### src/design/qds_pkg.sv
package qds_pkg;

	localparam logic [30:0] SCALE_RESET = 31'd819200000;
	localparam logic [31:0] SPEED_SAT = 32'd2147483647;

	typedef enum logic [1:0] {
		KIND_NONE,
		KIND_CW,
		KIND_CCW,
		KIND_ILLEGAL
	} move_kind_t;

	typedef enum logic [1:0] {
		ST_IDLE,
		ST_DIV,
		ST_FIN
	} ctrl_state_t;

	localparam logic signed [1:0] STEP_NONE = 2'sb00;
	localparam logic signed [1:0] STEP_CW = 2'sb01;
	localparam logic signed [1:0] STEP_CCW = 2'sb11;

	// Transition between the previous and the new Gray code.
	function automatic move_kind_t move_kind(input logic [1:0] prev, input logic [1:0] code);
		move_kind_t kind;
		case ({prev, code}) inside
			4'b0001, 4'b0111, 4'b1000, 4'b1110: kind = KIND_CW;
			4'b0010, 4'b0100, 4'b1011, 4'b1101: kind = KIND_CCW;
			4'b0011, 4'b0110, 4'b1001, 4'b1100: kind = KIND_ILLEGAL;
			default: kind = KIND_NONE;
		endcase
		return kind;
	endfunction

endpackage

### src/design/quadrature_decoder_speed.sv
// Quadrature decoder with speed estimate. Each input transfer carries a two-bit Gray
// code and a microsecond timestamp and yields exactly one result transfer with the
// position, the speed in signed 15.16 rotations per second, the step and an illegal
// flag. A clockwise or counter-clockwise step with a nonzero time difference passes
// through a restoring divider that produces one quotient bit per cycle; every other
// item skips the divider and goes straight to the result stage. One
// item is in work at a time, and a finished result waits in the output register
// while the next item is taken. The speed scale is written through the configuration
// channel, which is always ready; write it only while the block is idle.
module quadrature_decoder_speed (
	input  logic                clk,
	input  logic                arst_n,
	input  logic                cfg_valid,
	output logic                cfg_ready,
	input  logic [30:0]         cfg_data,
	input  logic                in_valid,
	output logic                in_stall,
	input  logic [1:0]          gray_code,
	input  logic [31:0]         event_time,
	output logic                out_valid,
	input  logic                out_stall,
	output logic signed [31:0]  position,
	output logic signed [31:0]  speed,
	output logic signed [1:0]   step,
	output logic                illegal
);
	import qds_pkg::*;

	ctrl_state_t state_q, state_d;

	logic [30:0] speed_scale_q;
	logic [1:0]  last_code_q;
	logic [31:0] count_q;
	logic [31:0] last_time_q;
	logic [31:0] rate_q;

	move_kind_t  kind_q;
	logic        zero_q;
	logic [31:0] delta_q;
	logic [31:0] rem_q;
	logic [31:0] quo_q;
	logic [4:0]  bit_cnt_q;

	logic        out_valid_q;
	logic [31:0] position_q;
	logic [31:0] speed_q;
	logic [1:0]  step_q;
	logic        illegal_q;

	logic        accept;
	logic        load_out;
	move_kind_t  kind_in;
	logic        is_move;
	logic [31:0] delta_in;
	logic [33:0] trial;
	logic [31:0] mag;
	logic [31:0] new_rate;

	assign kind_in = move_kind(last_code_q, gray_code);
	assign is_move = (kind_in == KIND_CW) || (kind_in == KIND_CCW);
	assign delta_in = event_time - last_time_q;
	assign trial = {1'b0, rem_q, quo_q[31]} - {2'b00, delta_q};
	assign mag = zero_q ? SPEED_SAT : quo_q;
	assign new_rate = (kind_q == KIND_CW) ? mag : 32'd0 - mag;

	always_ff @(posedge clk or negedge arst_n) begin
		if (!arst_n) begin
			state_q <= ST_IDLE;
		end else begin
			state_q <= state_d;
		end
	end

	always_comb begin
		state_d = state_q;
		accept = 1'b0;
		load_out = 1'b0;
		case (state_q)
			ST_IDLE: begin
				if (in_valid) begin
					accept = 1'b1;
					if (is_move && delta_in != 32'd0) begin
						state_d = ST_DIV;
					end else begin
						state_d = ST_FIN;
					end
				end
			end
			ST_DIV: begin
				if (bit_cnt_q == 5'd31) begin
					state_d = ST_FIN;
				end
			end
			ST_FIN: begin
				if (!out_valid_q || !out_stall) begin
					load_out = 1'b1;
					state_d = ST_IDLE;
				end
			end
			default: begin
				state_d = ST_IDLE;
			end
		endcase
	end

	always_ff @(posedge clk or negedge arst_n) begin
		if (!arst_n) begin
			speed_scale_q <= SCALE_RESET;
			last_code_q <= 2'b00;
			count_q <= 32'd0;
			last_time_q <= 32'd0;
			rate_q <= 32'd0;
			out_valid_q <= 1'b0;
			bit_cnt_q <= 5'd0;
		end else begin
			if (cfg_valid) begin
				speed_scale_q <= cfg_data;
			end
			if (accept) begin
				last_code_q <= gray_code;
				bit_cnt_q <= 5'd0;
				if (kind_in == KIND_CW) begin
					count_q <= count_q + 32'd1;
					last_time_q <= event_time;
				end else if (kind_in == KIND_CCW) begin
					count_q <= count_q - 32'd1;
					last_time_q <= event_time;
				end
			end
			if (state_q == ST_DIV) begin
				bit_cnt_q <= bit_cnt_q + 5'd1;
			end
			if (load_out) begin
				out_valid_q <= 1'b1;
				if (kind_q == KIND_CW || kind_q == KIND_CCW) begin
					rate_q <= new_rate;
				end
			end else if (!out_stall) begin
				out_valid_q <= 1'b0;
			end
		end
	end

	always_ff @(posedge clk) begin
		if (accept) begin
			kind_q <= kind_in;
			zero_q <= (delta_in == 32'd0);
			delta_q <= delta_in;
			rem_q <= 32'd0;
			quo_q <= {1'b0, speed_scale_q};
		end else if (state_q == ST_DIV) begin
			if (!trial[33]) begin
				rem_q <= trial[31:0];
				quo_q <= {quo_q[30:0], 1'b1};
			end else begin
				rem_q <= {rem_q[30:0], quo_q[31]};
				quo_q <= {quo_q[30:0], 1'b0};
			end
		end
		if (load_out) begin
			position_q <= count_q;
			illegal_q <= (kind_q == KIND_ILLEGAL);
			case (kind_q)
				KIND_CW: begin
					speed_q <= new_rate;
					step_q <= STEP_CW;
				end
				KIND_CCW: begin
					speed_q <= new_rate;
					step_q <= STEP_CCW;
				end
				default: begin
					speed_q <= rate_q;
					step_q <= STEP_NONE;
				end
			endcase
		end
	end

	assign cfg_ready = 1'b1;
	assign in_stall = (state_q != ST_IDLE);
	assign out_valid = out_valid_q;
	assign position = position_q;
	assign speed = speed_q;
	assign step = step_q;
	assign illegal = illegal_q;

endmodule

### config.mk
export PLATFORM = sky130hd
export DESIGN_NAME = quadrature_decoder_speed
export DESIGN_NICKNAME = d
export VERILOG_FILES = /design/src/design/qds_pkg.sv /design/src/design/quadrature_decoder_speed.sv
export SDC_FILE = /design/constraint.sdc
export NUM_CORES = 1
export LEC_CHECK = 0
export BUFFER_PORTS_ARGS = -buffer_cell sky130_fd_sc_hd__buf_2
export CAP_MARGIN = 20
export CORE_AREA = 5 5 174 176
export CTS_CLUSTER_SIZE = 30
export DETAILED_ROUTE_END_ITERATION = 12
export DIE_AREA = 0 0 179 181
export PLACE_DENSITY = 0.84
export SYNTH_ARGS = -nofsm -noshare
export SYNTH_HDL_FRONTEND = slang
export SYNTH_SLANG_ARGS = --single-unit
### constraint.sdc
create_clock -name clk -period 6 [get_ports clk]
set_input_delay 1.2 -clock clk [delete_from_list [all_inputs] [get_ports clk]]
set_output_delay 1.2 -clock clk [all_outputs]
set_load 0.02 [all_outputs]
Word-level counts from Yosys, hierarchy flattened
Cells that the tools add are included.

Add/sub/neg operators: 6. Equal/unequal tests: 24. Mux-type cells: 28. Reduce and logical (&&, ||, !) cells: 19.

Operators with widths (count): $mux W32 (8); $mux W31 (2); $sub A33 B32 Y34 (1); $add A32 B1 Y32 const B (1); $logic_not A32 Y1 (1); $reduce_bool A32 Y1 (1); $sub A1 B32 Y32 const A (1); $sub A32 B1 Y32 const B (1); $sub A32 B32 Y32 (1); $eq A4 B4 Y1 const B (6); $mux W2 (7); $eq A4 B3 Y1 const B (3); $reduce_or A4 Y1 (3); $mux W5 (2); $eq A2 B2 Y1 const B (4); $eq A4 B2 Y1 const B (2); $mux W1 (7); $eq A2 B1 Y1 const B (3); $ne A2 B2 Y1 const B (3); $pmux W2 S3 (1); $reduce_bool A2 Y1 (3); $add A5 B1 Y5 const B (1); $eq A5 B5 Y1 const B (1); $eq A4 B1 Y1 const B (1); 9 further kinds (13).

Register bits after elaboration: 303.

Logic depth before layout (Yosys ltp)
Depth in word-level cells: 11. Mapped depth: 17. Mapped depth without buffers: 17.

Least setup slack after synthesis
No wires, ideal clock.

Kind: input port to flip-flop. From: input out_stall. To: register rate_q[17]. Library setup time: 0.117 ns. Arrival time: 5.687 ns. Data required time: 5.883 ns. Slack: 0.196 ns. Stages on the path: 6. Buffers on the path: 2. Cells stage by stage: a21oi_1 nand2_1 clkbuf_1 clkbuf_1 nand2_1 nand2_1.

Longest elaborated chain between the ends: 5.

RTL lines: start: declaration (line quadrature_decoder_speed.sv:21) `input logic out_stall,`; $logic_not A1 Y1; $logic_or A1 B1 Y1 (line quadrature_decoder_speed.sv:95) `if (!out_valid_q || !out_stall) begin`; $mux W1 (line quadrature_decoder_speed.sv:95); $mux W1 (line quadrature_decoder_speed.sv:78) `case (state_q)`; $reduce_and A2 Y1 (no line); end signal: assignment (line quadrature_decoder_speed.sv:136) `rate_q <= new_rate;`; end: declaration (line quadrature_decoder_speed.sv:35) `logic [31:0] rate_q;`.

No other way between the ends. A chain may end at the register's enable or synchronous reset.

Worst setup path in the final report
From: input gray_code[1]. To: register count_q[27].

Longest elaborated chain between the ends: 8.

RTL lines: start: declaration (line quadrature_decoder_speed.sv:18) `input logic [1:0] gray_code,`; $eq A4 B2 Y1, or another cell as far along (line quadrature_decoder_speed.sv:59) `assign kind_in = move_kind(last_code_q, gray_code);`; $reduce_or A4 Y1 (line qds_pkg.sv:26) `case ({prev, code}) inside`; $mux W2 (2 in series) (line qds_pkg.sv:26); $mux W2 * (line qds_pkg.sv:26); named net kind_in[0] (line quadrature_decoder_speed.sv:52) `move_kind_t kind_in;`; $eq A2 B1 Y1 or $eq A2 B2 Y1 (tied branches) (line quadrature_decoder_speed.sv:122, quadrature_decoder_speed.sv:125); $reduce_bool A2 Y1 (no line); $reduce_and A2 Y1 (no line); end signal: assignment (line quadrature_decoder_speed.sv:123) `count_q <= count_q + 32'd1;`; end signal: assignment (line quadrature_decoder_speed.sv:126) `count_q <= count_q - 32'd1;`; end: declaration (line quadrature_decoder_speed.sv:33) `logic [31:0] count_q;`.

The timed path passes the listed nets; every way through them passes the cells marked *.

==> metrics.csv <==
metric,value,unit
H-Tree Depth,1,
Synth cell types,82,
Avg Inst Size Synth,9.44,um^2
met3 wire length,2.14,mm
drt initial violations,1023,
fin. max-slew vios,0,
syn nets,1984,
Startpoint Class,primary input,
pre-CTS setup slack,840,ps
layout cells sized above 1,13.6,%
DRC Markers,0,
flop-to-flop setup slack,1740,ps
cts bufs inserted,31,
vias per inst,5.77,
worst min path class,flip-flop to flip-flop,
Worst-Margin Slew,1070,ps
unrepaired setup endpoints after global routing,false,
CTS tree,yes,
synthesized flop and latch total,303,
met2 routed WL,18.3,mm
die width,179,um
Antenna Cells,0,
Max clock buf depth,3,
status,finished clean,
drt first pass iters,5,
Vert. Die Dim,181,um
GPL Wtd Cong,0.924,
Synth warnings,0,
initial antenna violation count,1,
Post-synth top cells,"nand2_1 (343), o21ai_0 (195), edfxtp_1 (133), dfrtp_1 (131), a21oi_1 (123)",
Post-CTS Hold Buffers,0,
"Clk pin slew, worst setup/hold paths",60,ps
vias,13500,
PnR worst setup slack,1370,ps
Yosys top cell area share,23.4,%
vias in the first global route,13400,
Async SR Flop Fraction,45.2,%
Leak,8.33,nW
leading area contributor after synthesis,edfxtp_1,
min Tclk post-route,4630,ps
Clock Skews,6.31,ps
buffers added on ports,138,
Fin Setup TNS,0,ps
Critical Path End Type,flip-flop,
Core ar.,28500,um^2
DR top layer,met5,
WL per Instance,16.3,um
Rows,62,
total track usage,23.6,%
fillcell total,2200,
Cell Pwr Density,629,nW/um^2
Final setup violation count,0,
IO Count,140,
max cap viols,0,
Synth area leaders,"edfxtp_1 (23%), dfrtp_1 (19%), nand2_1 (7.5%)",
Peak VDD IR,0.353,mV
"Seq/Total Area, Yosys",47.3,%
CTS resizes,0,
Worst EP arrival,5040,ps
hpwl dp,27.0,mm
Synth Instances,1811,
post-route clock period utilization,77.2,%
Max Fclk,216,MHz
Slew HR,27.8,%
"Top FF cell, synth",edfxtp_1,
Area Overhead vs Synth,11.8,%
Final ANT Viol Nets,0,
Util after Layout,67.1,%
routed length on met1,16.6,mm
CP Max Fanout,14,
Worst EP required,6410,ps
Die Area,32400,um^2
number of synthesized flops with an enable pin,133,
"Hold Vio Cnt, Final",0,
crit path kind,primary input to flip-flop,
first-pass GRT wire length,64.5,mm
"count leader, synth",nand2_1,
Worst-Skew Late Latency,570,ps
WL final,38.0,mm
CTS sink count,303,
Final #Nets,2098,
pin count of the biggest net entering global routing,70,
Root Buffer,clkbuf_16,
"Cell Area, Synth",17100,um^2
Initial Utilization,60.0,%
Setup Buffers After CTS,0,
total grt overflow,0,
[worst paths after layout]
path | from | end | cells after the start
max in group asynchronous | arst_n | rate_q[10] | 2
min in group asynchronous | arst_n | last_time_q[14] | 1
min | rate_q[31] | rate_q[31] | 2
min reg2reg | rate_q[31] | rate_q[31] | 2
max | gray_code[1] | count_q[27] | 16
max reg2reg | delta_q[1] | rem_q[30] | 13
[per-layer routing]
layer / global-route usage, % / vias up
met5: 0 / -
met4: 6.11 / 2
met3: 3.74 / 68
met2: 39.5 / 390
met1: 32.3 / 6358
li1: - / 6658
[per-stage QoR]
step,power [mW],hold WS (ps),area (um^2),instances
3_3_place_gp,9.86,454,18100,2276
3_5_place_dp,10.1,464,18100,2276
2_1_floorplan,8.61,437,17100,1811
6_report,12.0,477,19100,2334
4_1_cts,12.0,478,19100,2334
5_1_grt,13.1,504,19100,2334
[cells by family (layout without fill, tap and decap cells)]
family          count (synthesis)  after routing  synth area share [%]
simple gates                  596            596                  15.4
compound gates                502            502                  17.9
flops                         303            303                  47.3
buf+inv                       163            302                  3.68
fa+ha+maj                     103            103                  7.67
xor+xnor                       95             95                  4.87
mux                            48             48                  3.06
other cells                     1              1                0.0219
[critical path, cell delays in order]
cell,delay [ps]
buf_2,130
nor2b_1,130
o31ai_1,330
ha_1,320
inv_1,260
ha_1,360
a21o_1,150
a21oi_1,260
o211a_1,170
nor2_1,70
a41o_1,300
a41oi_1,670
o31ai_1,170
a21oi_1,220
xor2_1,180
o21ai_0,100
[cell usage in the layout, fill, tap and decap left out, types with 33 or more instances in the layout]
| cell | n |
|---|---|
| buf_2 | 137 |
| a21oi_1 | 122 |
| o21ai_0 | 195 |
| nand2_1 | 342 |
| edfxtp_1 | 133 |
| a21o_1 | 36 |
| dfxtp_1 | 33 |
| xnor2_1 | 55 |
| nor2_1 | 111 |
| dfrtp_1 | 131 |
| xor2_1 | 40 |
| ha_1 | 100 |
| mux2_2 | 34 |
| inv_1 | 88 |
[flip-flops by register name, summed over array words and instances (netlist names), 32 cells and up]
register	flops
count_q	32
delta_q	32
last_time_q	32
position	32
quo_q	32
rate_q	32
rem_q	32
speed	32
[where the power goes]
part | switching [mW] | internal [mW]
logic | 3.90 | 2.46
registers | 0.506 | 3.28
clock network | 0.786 | 1.07
total | 5.20 | 6.81
[layout make-up]
cell class,instances,area [um^2],area share [%]
multi-input combinational,1345,8390,43.9
sequential,303,8090,42.4
clock buffer,42,847,4.44
timing repair buffer,154,817,4.28
tap,384,480,2.52
inverter,90,338,1.77
clock inverter,16,135,0.708
Power figures use the tool's default switching activity.
